## config.mk

```make
export PLATFORM = sky130hd
export DESIGN_NAME = command_line_gain_parser
export DESIGN_NICKNAME = d
export VERILOG_FILES = /design/src/hw/rtl/clgp_pkg.sv /design/src/hw/rtl/command_line_gain_parser.sv
export SDC_FILE = /design/constraint.sdc
export NUM_CORES = 1
export LEC_CHECK = 0
export ABC_AREA = 1
export BUFFER_PORTS_ARGS = -buffer_cell sky130_fd_sc_hd__buf_2
export CAP_MARGIN = 5
export CORE_MARGIN = 2
export CORE_UTILIZATION = 40
export CTS_CLUSTER_DIAMETER = 100
export DETAILED_ROUTE_END_ITERATION = 8
export MAX_ROUTING_LAYER = met4
export SLEW_MARGIN = 20
export SYNTH_ARGS = -nofsm -noshare
export SYNTH_HDL_FRONTEND = slang
export SYNTH_SLANG_ARGS = --single-unit
```

## constraint.sdc

```tcl
create_clock -name i_clk -period 3.7 [get_ports i_clk]
set_clock_uncertainty 0.05 [all_clocks]
set_input_delay 0.185 -clock i_clk [delete_from_list [all_inputs] [get_ports i_clk]]
set_output_delay 0.185 -clock i_clk [all_outputs]
set_load 0.05 [all_outputs]
```

## src/hw/rtl/clgp_pkg.sv

```systemverilog
`timescale 1ns / 1ps

package clgp_pkg;

    // default number width of a parsed gain
    localparam int CLGP_VALUE_WIDTH = 32;

    localparam int CLGP_NUM_CMDS = 4;
    localparam int CLGP_NUM_VALUES = 3;

    localparam logic [7:0] CHAR_CR    = 8'h0d;
    localparam logic [7:0] CHAR_PLUS  = 8'h2b;
    localparam logic [7:0] CHAR_MINUS = 8'h2d;
    localparam logic [7:0] CHAR_ZERO  = 8'h30;
    localparam logic [7:0] CHAR_NINE  = 8'h39;
    localparam logic [7:0] CHAR_END   = 8'h00;

    typedef enum logic [2:0] {
        CMD_UNKNOWN = 3'd0,
        CMD_SHOW    = 3'd1,
        CMD_SET_ONE = 3'd2,
        CMD_SET_TWO = 3'd3,
        CMD_GREET   = 3'd4
    } t_cmd;

    // command text, in table order: "PID", "PID1,", "PID2,", "Hello"
    function automatic logic [7:0] cmd_char(input logic [1:0] c, input logic [2:0] pos);
        logic [7:0] ch;
        ch = 8'h00;
        unique case (c)
            2'd0: begin
                unique case (pos)
                    3'd0:    ch = 8'h50;
                    3'd1:    ch = 8'h49;
                    3'd2:    ch = 8'h44;
                    default: ch = 8'h00;
                endcase
            end
            2'd1, 2'd2: begin
                unique case (pos)
                    3'd0:    ch = 8'h50;
                    3'd1:    ch = 8'h49;
                    3'd2:    ch = 8'h44;
                    3'd3:    ch = (c == 2'd1) ? 8'h31 : 8'h32;
                    3'd4:    ch = 8'h2c;
                    default: ch = 8'h00;
                endcase
            end
            default: begin
                unique case (pos)
                    3'd0:    ch = 8'h48;
                    3'd1:    ch = 8'h65;
                    3'd2:    ch = 8'h6c;
                    3'd3:    ch = 8'h6c;
                    3'd4:    ch = 8'h6f;
                    default: ch = 8'h00;
                endcase
            end
        endcase
        return ch;
    endfunction

    function automatic logic [2:0] cmd_len(input logic [1:0] c);
        return (c == 2'd0) ? 3'd3 : 3'd5;
    endfunction

    // prefix commands carry numbers after them
    function automatic logic cmd_args(input logic [1:0] c);
        return (c == 2'd1) || (c == 2'd2);
    endfunction

endpackage

```

## src/hw/rtl/command_line_gain_parser.sv

```systemverilog
`timescale 1ns / 1ps

// a zero byte is registered in the input register, then the parse stage loads the
// result register, which holds its result word until it is taken
// throughput: one byte per cycle, except while a line end waits for an untaken result word
// reset: synchronous active-low; clears line state, gains and valid flags
// a line end waits in the input register while a result word is still untaken
module command_line_gain_parser #(
    parameter int VALUE_WIDTH = clgp_pkg::CLGP_VALUE_WIDTH
) (
    input  logic                i_clk,
    input  logic                i_rst_n,
    input  logic                i_valid,
    output logic                o_ready,
    input  logic [7:0]          i_line_byte,
    output logic                o_valid,
    input  logic                i_ready,
    output clgp_pkg::t_cmd      o_command_code,
    output logic signed [31:0]  o_motor1_p,
    output logic signed [31:0]  o_motor1_i,
    output logic signed [31:0]  o_motor1_d,
    output logic signed [31:0]  o_motor2_p,
    output logic signed [31:0]  o_motor2_i,
    output logic signed [31:0]  o_motor2_d
);
    import clgp_pkg::*;

    localparam int VW = VALUE_WIDTH;
    localparam int MW = VW - 1;       // magnitude bits
    localparam int PW = VW + 3;       // room for acc * 10 + digit
    localparam logic [PW-1:0] LIMIT_W = {4'b0000, {MW{1'b1}}};

    // input register
    logic             r_in_valid;
    logic [7:0]       r_in_byte;

    // per-line state
    logic [2:0]       r_pos, n_pos;
    logic [3:0]       r_alive, n_alive;
    t_cmd             r_matched, n_matched;
    logic             r_phase, n_phase;
    logic             r_neg, n_neg;
    logic [MW-1:0]    r_acc, n_acc;
    logic [1:0]       r_vt, n_vt;
    logic signed [VW-1:0] r_parsed [CLGP_NUM_VALUES];
    logic signed [VW-1:0] n_parsed [CLGP_NUM_VALUES];

    // stored gains, motor one then motor two
    logic signed [VW-1:0] r_gain [6];
    logic signed [VW-1:0] n_gain [6];

    // result register
    logic             r_out_valid, n_out_valid;
    t_cmd             r_out_code, n_out_code;

    logic             advance;
    logic             fire;
    logic             line_end;
    logic [7:0]       b;
    logic             b_digit;
    logic [3:0]       digit;
    logic [PW-1:0]    prod;
    logic [VW-1:0]    cur_value;
    logic             do_skip;
    logic             found;
    logic [1:0]       vt_inc;

    // the parse stage stalls only on a line end with the result word still held
    assign advance = !(r_in_byte == CHAR_END && r_out_valid && !i_ready);
    assign o_ready = !r_in_valid || advance;
    assign fire = r_in_valid && advance;

    assign b = r_in_byte;
    assign line_end = (b == CHAR_END);
    assign b_digit = (b >= CHAR_ZERO) && (b <= CHAR_NINE);
    assign digit = 4'(b - CHAR_ZERO);
    // acc * 10 + digit as shift-add; saturation is the test against the limit
    assign prod = ({3'b000, r_acc, 1'b0} << 2) + {3'b000, r_acc, 1'b0}
                  + PW'(digit);
    // signed value of the number being finished
    assign cur_value = r_neg ? (VW'(0) - {1'b0, r_acc}) : {1'b0, r_acc};
    assign vt_inc = r_vt + 2'd1;

    always_comb begin
        n_pos       = r_pos;
        n_alive     = r_alive;
        n_matched   = r_matched;
        n_phase     = r_phase;
        n_neg       = r_neg;
        n_acc       = r_acc;
        n_vt        = r_vt;
        n_parsed    = r_parsed;
        n_gain      = r_gain;
        n_out_code  = r_out_code;
        n_out_valid = r_out_valid && !i_ready;
        do_skip     = 1'b0;
        found       = 1'b0;

        if (fire) begin
            if (r_matched == CMD_UNKNOWN && r_alive != 4'd0) begin
                // command match, first hit in table order wins
                for (int c = 0; c < CLGP_NUM_CMDS; c++) begin
                    if (r_alive[c] && !found) begin
                        if (r_pos < cmd_len(2'(c))) begin
                            if (b == cmd_char(2'(c), r_pos)) begin
                                if (cmd_args(2'(c)) && r_pos == cmd_len(2'(c)) - 3'd1) begin
                                    found     = 1'b1;
                                    n_matched = t_cmd'(3'(c + 1));
                                end
                            end else begin
                                n_alive[c] = 1'b0;
                            end
                        end else if (b == CHAR_END || b == CHAR_CR) begin
                            found     = 1'b1;
                            n_matched = t_cmd'(3'(c + 1));
                        end else begin
                            n_alive[c] = 1'b0;
                        end
                    end
                end
                if (!found && r_pos != 3'd7) begin
                    n_pos = r_pos + 3'd1;
                end
            end else if ((r_matched == CMD_SET_ONE || r_matched == CMD_SET_TWO)
                         && !line_end && r_vt != 2'd3) begin
                if (r_phase) begin
                    if (b_digit) begin
                        n_acc = (prod > LIMIT_W) ? {MW{1'b1}} : prod[MW-1:0];
                    end else begin
                        // number ends; the byte is looked at again
                        n_parsed[r_vt] = cur_value;
                        n_vt    = vt_inc;
                        n_phase = 1'b0;
                        n_neg   = 1'b0;
                        n_acc   = '0;
                        do_skip = (vt_inc != 2'd3);
                    end
                end else begin
                    do_skip = 1'b1;
                end
                if (do_skip) begin
                    if (b_digit) begin
                        n_phase = 1'b1;
                        n_acc   = MW'(digit);
                    end else if (b == CHAR_MINUS) begin
                        n_phase = 1'b1;
                        n_neg   = 1'b1;
                    end else if (b == CHAR_PLUS) begin
                        n_phase = 1'b1;
                    end
                end
            end

            if (line_end) begin
                // a number still open at line end is taken as well
                if (r_vt != 2'd3 && r_phase) begin
                    n_parsed[r_vt] = cur_value;
                end
                for (int k = 0; k < CLGP_NUM_VALUES; k++) begin
                    if (n_matched == CMD_SET_ONE) begin
                        n_gain[k] = n_parsed[k];
                    end else if (n_matched == CMD_SET_TWO) begin
                        n_gain[3 + k] = n_parsed[k];
                    end
                end
                n_out_code  = n_matched;
                n_out_valid = 1'b1;
                // back to the start of a line
                n_pos     = 3'd0;
                n_alive   = 4'hf;
                n_matched = CMD_UNKNOWN;
                n_phase   = 1'b0;
                n_neg     = 1'b0;
                n_acc     = '0;
                n_vt      = 2'd0;
                for (int k = 0; k < CLGP_NUM_VALUES; k++) begin
                    n_parsed[k] = '0;
                end
            end
        end
    end

    always_ff @(posedge i_clk) begin
        if (!i_rst_n) begin
            r_in_valid  <= 1'b0;
            r_pos       <= 3'd0;
            r_alive     <= 4'hf;
            r_matched   <= CMD_UNKNOWN;
            r_phase     <= 1'b0;
            r_neg       <= 1'b0;
            r_acc       <= '0;
            r_vt        <= 2'd0;
            r_out_valid <= 1'b0;
            r_out_code  <= CMD_UNKNOWN;
            for (int k = 0; k < CLGP_NUM_VALUES; k++) begin
                r_parsed[k] <= '0;
            end
            for (int k = 0; k < 6; k++) begin
                r_gain[k] <= '0;
            end
        end else begin
            if (o_ready) begin
                r_in_valid <= i_valid;
            end
            r_pos       <= n_pos;
            r_alive     <= n_alive;
            r_matched   <= n_matched;
            r_phase     <= n_phase;
            r_neg       <= n_neg;
            r_acc       <= n_acc;
            r_vt        <= n_vt;
            r_parsed    <= n_parsed;
            r_gain      <= n_gain;
            r_out_valid <= n_out_valid;
            r_out_code  <= n_out_code;
        end
    end

    // input byte register, payload only
    always_ff @(posedge i_clk) begin
        if (o_ready && i_valid) begin
            r_in_byte <= i_line_byte;
        end
    end

    // gains change only at a line end, which waits for the result word to go,
    // so they can drive the result ports directly
    assign o_valid        = r_out_valid;
    assign o_command_code = r_out_code;
    assign o_motor1_p     = 32'(r_gain[0]);
    assign o_motor1_i     = 32'(r_gain[1]);
    assign o_motor1_d     = 32'(r_gain[2]);
    assign o_motor2_p     = 32'(r_gain[3]);
    assign o_motor2_i     = 32'(r_gain[4]);
    assign o_motor2_d     = 32'(r_gain[5]);

`ifndef SYNTHESIS
    // a finished line leaves the parser at the start of a fresh line
    a_line_reset: assert property (@(posedge i_clk) disable iff (!i_rst_n)
        (fire && line_end) |=> (r_pos == 3'd0 && r_alive == 4'hf &&
                                r_vt == 2'd0 && !r_phase && r_matched == CMD_UNKNOWN))
        else $error("line state not cleared after line end");

    // numbers are parsed only under a set command
    a_phase_cmd: assert property (@(posedge i_clk) disable iff (!i_rst_n)
        r_phase |-> (r_matched == CMD_SET_ONE || r_matched == CMD_SET_TWO))
        else $error("number phase without a set command");

    // a held result word is never overwritten
    a_out_hold: assert property (@(posedge i_clk) disable iff (!i_rst_n)
        (r_out_valid && !i_ready) |=> (r_out_valid && $stable(r_out_code) &&
                                       $stable(r_gain[0]) && $stable(r_gain[3])))
        else $error("result word changed while stalled");
`endif

endmodule

```

==> results of run 1 <==
power breakdown:
part           leakage (nW)  internal, mW  switching [mW]
Clock                 0.722          2.75            1.71
Sequential             2.80          3.75          0.0150
Combinational          7.73        0.0721           0.186
Yosys cell counts (3+ instances only):
library cell / instances
or2_2: 45
nor2_1: 505
nand2_1: 945
ha_1: 72
a21boi_0: 3
o21ai_0: 214
a21oi_1: 184
a21oi_2: 3
o21bai_1: 3
nand3b_1: 42
xor2_1: 19
o22ai_1: 5
o21ai_1: 7
nand4_1: 13
nand3_1: 168
buf_1: 16
nor4_1: 6
nor3_1: 18
dfxtp_1: 338
o211ai_1: 7
inv_1: 257
inv_2: 9
buf_6: 15
clkbuf_1: 107
nand2_2: 4
a31oi_1: 4
buf_2: 22
a2bb2oi_1: 3
xnor2_1: 21
a21o_1: 6
edfxtp_1: 8
through the flow:
stage	utilization, %	cells	hold WS [ns]
after floorplan	-	3101	0.234
after global placement	44.1	3871	0.312
after detailed placement	44.1	3871	0.313
after CTS	47.3	3956	0.0727
after global routing	47.5	3960	0.100
final	47.5	3960	0.0580
worst max-delay path, stage by stage, from the launching register on:
cell       delay, ns
edfxtp_1        0.43
inv_2           0.11
fa_2            0.45
fa_2            0.44
o21ai_4         0.19
a21boi_0        0.16
o21ai_1         0.24
nand2_1         0.10
nand2_1         0.13
nand2_1         0.08
nand2_1         0.07
nand2_1         0.08
a21oi_4         0.25
clkbuf_16       0.22
nand3_1         0.07
nand2_1         0.06
nand2_1         0.05
nand2_1         0.06
a21oi_1         0.06
cell usage in the layout, fill, tap and decap left out, types with 4 or more instances in the layout:
cell and n:
nor2_2 6, clkbuf_16 43, buf_12 12, o211ai_1 7, nor4_1 6, dlygate4sd3_1 11
a31oi_1 4, nand3_1 168, ha_1 72, clkbuf_8 9, or2_2 45, nor3_1 17
o22ai_1 5, buf_2 207, nor2_1 499, a21oi_1 183, nand3b_1 42, edfxtp_1 8
nand4_1 13, dfxtp_1 335, o21ai_0 213, inv_2 10, clkinvlp_4 4, clkinv_2 5
buf_4 51, xnor2_1 21, o21ai_1 7, xor2_1 19, inv_1 255, nand2_1 944
a21o_1 6, bufinv_16 7
cell families (layout without fill, tap and decap cells):
logic type | count (synthesis) | after routing
adder cells (fa/ha/maj) | 74 | 74
XOR/XNOR | 40 | 40
flip-flops | 346 | 346
AND/OR/NAND/NOR | 1757 | 1757
AO/OA/AOI/OAI | 452 | 452
multiplexers | 1 | 1
buffers and inverters | 431 | 626
registers in the layout, indices dropped and copies added (netlist names), 2 cells and up:
signal	flops
r_vt	2
r_acc	31
r_alive	4
o_motor2_i	32
o_motor2_d	32
r_matched	3
o_motor2_p	32
o_motor1_p	32
o_command_code	3
o_motor1_d	32
o_motor1_i	32
b	8
r_pos	3
r_parsed	96
what timing repair did:
action,4_1_cts,5_1_grt
resized for setup,0,13
endpoints found under the hold margin,10,0
hold buffers,11,0
setup buffers,0,3
endpoints found under the setup margin,0,99
path summary, 6_finish.rpt:
kind,to,slack (ns),cells past startpoint
worst min-delay path,o_valid,0.06,3
worst max register to register,r_acc[21],0.27,18
worst max-delay path,r_acc[21],0.27,18
worst min register to register,r_parsed[81],0.41,2
cell type report:
class	count	area share, %
clock buffers	54	5.12
clock inverters	20	1.31
inverters	268	4.35
multi-input cells	2324	47.5
flip-flops and latches	346	30.3
well taps	664	3.59
repair buffers	284	7.84
routing by layer:
layer,track usage (%),share of wire [%]
met1,32.7,45
met2,38.9,45
met3,4.05,5.9
met4,9.49,3.6
met5,-,0
==> qor.csv, run 1 <==
stage,metric,value,unit
critical_path,Crit Path Category,flip-flop to flip-flop,
synth,sequential element share of the synthesized area,35.6,%
synth,cell count after synthesis,3101,
global_routing,first-pass GRT wire length,98.6,mm
critical_path,CP Launch Point,b[3],
clock_tree,root buf cell,clkbuf_16,
sta,setup TNS after final layout,0,ns
pwr,maximum vdd drop,272,uV
synth,fraction of registers with async set or reset after synthesis,0,%
clock_tree,CTS tree,built,
final_layout,Reg area,7010,sq um
place,Port Buf Inserts,208,
global_routing,Overall Global Routing Usage,25.0,%
final_layout,layout cells sized above 1,13.1,%
die,die height,226,microns
worst_hold_path,Worst Hold Class,input port to flip-flop,
route,WL per Instance,16.2,microns
critical_path,CP endpoint kind,flip-flop,
sta,final setup fails,0,
clock_tree,"Clk Latency, worst-skew pair",0.57,ns
critical_path,worst endpoint required time,4.08,ns
final_layout,Layout area overhead,17.5,%
place,global placer's final weighted congestion,0.915,
pwr,total power,8.49,mW
final_layout,# diodes,0,
final_layout,post-layout instance area,23200,sq um
final_layout,Fillers,4969,
synth,largest family of logic cells by synthesized area,simple AND/OR/NAND/NOR gates,
sta,final worst slack,0.267,ns
synth,mux cell area share after synthesis,0.0508,%
die,die width,226,microns
pwr,Lkg Pwr,11.3,nW
critical_path,worst r2r src,b[3],
synth,top cell type's share of synthesized area,34.3,%
place,Placement Setup Slack,0.0796,ns
synth,Synth Flop Type,dfxtp_1,
global_routing,Overflow after GRT,0,
synth,Synth cell types,54,
die,total core area,48700,sq um
final_layout,multi-input logic area,11000,sq um
place,placed inst area,21500,sq um
clock_tree,H-tree depth,2,
clock_tree,clk buf depth,3,
final_layout,Final #Nets,3351,
global_routing,largest net degree at the start of global routing,198,
route,DR vias,19947,
critical_path,CP Launch Type,flip-flop,
worst_hold_path,startpoint of the worst hold path,i_rst_n,
die,Die ar.,51100,sq um
place,dpl hpwl,44.3,mm
synth,synthesized area,19700,sq um
die,io pins,209,
die,std cell rows,81,
die,Initial Util,40.4,%
job,Max-Cap Viols,0,
clock_tree,number of CTS-inserted buffers,41,
synth,dominant cell type by area after synthesis,dfxtp_1,
synth,number of synthesized flops with an enable pin,8,
sta,fmax,291,MHz
synth,Compound-Gate Fraction of Synth Area,12.2,%
synth,Ys Warns,0,
route,DRC viols,0,
run_status,outcome,finished clean,
pwr,Pwr Density,367,nW/um^2
sta,relative slew slack,27.4,%
clock_tree,clk slew on worst S/H paths,0.06,ns
sta,Period minus WS final,3.43,ns
synth,Syn Nets,3187,
sta,measured slew at the worst slew-check pin,1.09,ns
global_routing,vias in the first global route,17903,
route,DRT iter0 DRCs,1781,
sta,share of the cycle needed by the critical path after routing,92.8,%
route,drt total wl,64.0,mm
synth,Mean Syn Cell Area,6.35,sq um
route,TritonRoute pass-1 iters,8,
critical_path,worst endpoint data arrival time,3.82,ns
clock_tree,clk sinks,346,
synth,number of synthesized register bits,346,
sta,count of pins over their slew limit,0,
sta,final hold vios,0,
global_routing,initial antenna violation count,0,
route,Via-to-Cell Ratio,5.04,
critical_path,Crit Path Max Fanout,15,
synth,Simple-Gate Fraction of Synth Area,36.7,%
synth,main area contributors after synthesis,"dfxtp_1, nand2_1, nor2_1",
synth,fraction of the mapped netlist area in adder cells,4.77,%
synth,Post-Synth XOR/XNOR Area,1.78,%
route,ANT nets after route,0,
Note: power is estimated with default switching activity, not from simulation.
==> inputs of run 2 (changes only) <==
--- a/config.mk
+++ b/config.mk
@@ -13,6 +13,7 @@
 export CTS_CLUSTER_DIAMETER = 100
 export DETAILED_ROUTE_END_ITERATION = 8
 export MAX_ROUTING_LAYER = met4
+export PLACE_DENSITY = 0.59
 export SLEW_MARGIN = 20
 export SYNTH_ARGS = -nofsm -noshare
 export SYNTH_HDL_FRONTEND = slang
==> qor.csv, run 2 (same netlist as run 1, synthesis figures left out) <==
stage,metric,value,unit
run_status,outcome,finished clean,
critical_path,crit path max-delay cell type,dfxtp_1,
sta,Final Hold Slack,0.100,ns
global_routing,largest net degree at the start of global routing,198,
sta,final hold vios,0,
final_layout,Final #Nets,3357,
final_layout,layout cells sized above 1,13.0,%
place,Placement Setup Slack,0.0938,ns
critical_path,worst endpoint data arrival time,3.81,ns
route,DRC viols,0,
final_layout,"commonest non-fill, non-tap cell in the layout",nand2_1,
pwr,total power,8.02,mW
place,Port Buf Inserts,208,
final_layout,Top reg by flops,r_parsed,
sta,measured slew at the worst slew-check pin,1.09,ns
route,DR vias,20013,
clock_tree,CTS tree,built,
final_layout,# diodes,0,
critical_path,reg2reg end,r_acc[15],
sta,setup TNS after final layout,0,ns
worst_hold_path,Worst Hold Class,input port to flip-flop,
critical_path,worst endpoint required time,4.07,ns
route,drt total wl,63.5,mm
route,TritonRoute pass-1 iters,7,
global_routing,initial antenna violation count,0,
sta,fmax,291,MHz
die,io pins,209,
global_routing,Overflow after GRT,0,
clock_tree,"Clk Latency, worst-skew pair",0.57,ns
route,ANT nets after route,0,
sta,count of pins over their slew limit,0,
critical_path,CP Launch Point,r_acc[4],
clock_tree,clk buf depth,3,
sta,Period minus WS final,3.44,ns
die,die width,226,microns
die,total core area,48700,sq um
critical_path,Crit Path Max Fanout,31,
critical_path,worst path cell trace,"ha_1, ha_1, a21oi_1, o21ai_2, buf_4, a21oi_1, o21ai_0, nand2_1, nand2_1, nand2_1, o211ai_1, nor2_1, buf_12, nand3_1, nand2_1, nand2_1, nand2_1, a21oi_1",
die,std cell rows,81,
critical_path,Reg2Reg Depth,18,
sta,share of the cycle needed by the critical path after routing,93.0,%
route,DRT iter0 DRCs,1551,
global_routing,first-pass GRT wire length,99.8,mm
critical_path,max incr delay on CP,0.55,ns
place,dpl hpwl,44.9,mm
job,Max-Cap Viols,0,
critical_path,R2R Setup Slk,0.26,ns
die,Die ar.,51100,sq um
sta,unrepaired setup endpoints after global routing,true,
die,die height,226,microns
clock_tree,clk slew on worst S/H paths,0.05,ns
pwr,Lkg Pwr,11.2,nW
place,placed inst area,21500,sq um
critical_path,"most used cell, CP",nand2_1,
place,global placer's final weighted congestion,0.920,
critical_path,CP Launch Type,flip-flop,
clock_tree,H-tree depth,2,
clock_tree,root buf cell,clkbuf_16,
clock_tree,clk sinks,346,
clock_tree,number of CTS-inserted buffers,40,
critical_path,worst r2r src,r_acc[4],
critical_path,CP endpoint kind,flip-flop,
critical_path,crit path to,r_acc[15],
final_layout,max reg flops,96,
final_layout,post-layout instance area,23000,sq um
global_routing,vias in the first global route,18293,
die,Initial Util,40.4,%
global_routing,Overall Global Routing Usage,25.2,%
sta,final setup fails,0,
final_layout,Fillers,5100,
final_layout,most frequent cells in the layout,"nand2_1, nor2_1, dfxtp_1",
pwr,maximum vdd drop,263,uV
final_layout,Reg area,7010,sq um
sta,final worst slack,0.261,ns
route,WL per Instance,16.0,microns
pwr,Pwr Density,349,nW/um^2
final_layout,multi-input logic area,11000,sq um
critical_path,Crit Path Category,flip-flop to flip-flop,
sta,relative slew slack,27.1,%
route,Via-to-Cell Ratio,5.05,
final_layout,Layout area overhead,16.7,%
-- run 2: cell types whose count changed in the layout (fill, tap and decap cells not counted), sizes merged --
cell / change
bufinv: -6
clkbuf: +9
clkinv: -2
buf: +7
clkinvlp: -3
-- run 2: how the worst min path moves through the flow --
stage                        start  endpoint  slack [ns]  depth (start not counted)
finish                     i_rst_n  r_pos[0]        0.10                          4
global route               i_rst_n   o_valid        0.16                          3
CTS                        i_rst_n   o_valid        0.12                          3
detailed placement  i_line_byte[3]      b[3]        0.32                          1
global placement    i_line_byte[6]      b[6]        0.31                          1
floorplan           i_line_byte[0]      b[0]        0.23                          0
-- run 2: cell type report --
| type | count | area share (%) |
|---|---|---|
| clock inverter | 9 | 0.370 |
| sequential | 346 | 30.5 |
| tap | 664 | 3.61 |
| multi-input combinational | 2324 | 47.8 |
| timing repair buffer | 291 | 7.95 |
| clock buffer | 63 | 5.39 |
| inverter | 268 | 4.39 |
-- run 2: metrics by stage --
| step | utilization, % | instances |
|---|---|---|
| floorplan | - | 3101 |
| global placement | 44.1 | 3880 |
| detailed placement | 44.1 | 3880 |
| CTS | 47.1 | 3963 |
| global route | 47.2 | 3965 |
| finish | 47.2 | 3965 |
-- run 2: power breakdown --
| group | internal, mW | switching (mW) | total, mW | leakage (nW) |
|---|---|---|---|---|
| Combinational | 0.0715 | 0.186 | 0.257 | 7.75 |
| Sequential | 3.75 | 0.0123 | 3.76 | 2.80 |
| Clock | 2.37 | 1.63 | 4.00 | 0.654 |
| Total | 6.19 | 1.83 | 8.02 | 11.2 |
-- run 2: metal layers --
layer | GRT usage (%) | up-vias | wire, microns
met3 | 2.62 | 101 | 3050
met4 | 7.11 | 0 | 1590
met1 | 33.6 | 9279 | 29500
met5 | - | - | 0
met2 | 40.5 | 485 | 29300
li1 | - | 10148 | -
-- run 2: timing repair --
item | in CTS | in global routing
hold endpoints to repair | 10 | 0
setup endpoints to repair | 0 | 39
hold buffers | 11 | 0
setup buffers | 0 | 1
resized for setup | 0 | 12
-- run 2: worst max-delay path: cells and delay by family (launching register included) --
| family | cells | cell delay [ns] |
|---|---|---|
| flops | 1 | 0.55 |
| fa+ha+maj | 2 | 0.70 |
| compound gates | 6 | 0.85 |
| simple gates | 8 | 0.77 |
| buf+inv | 2 | 0.37 |
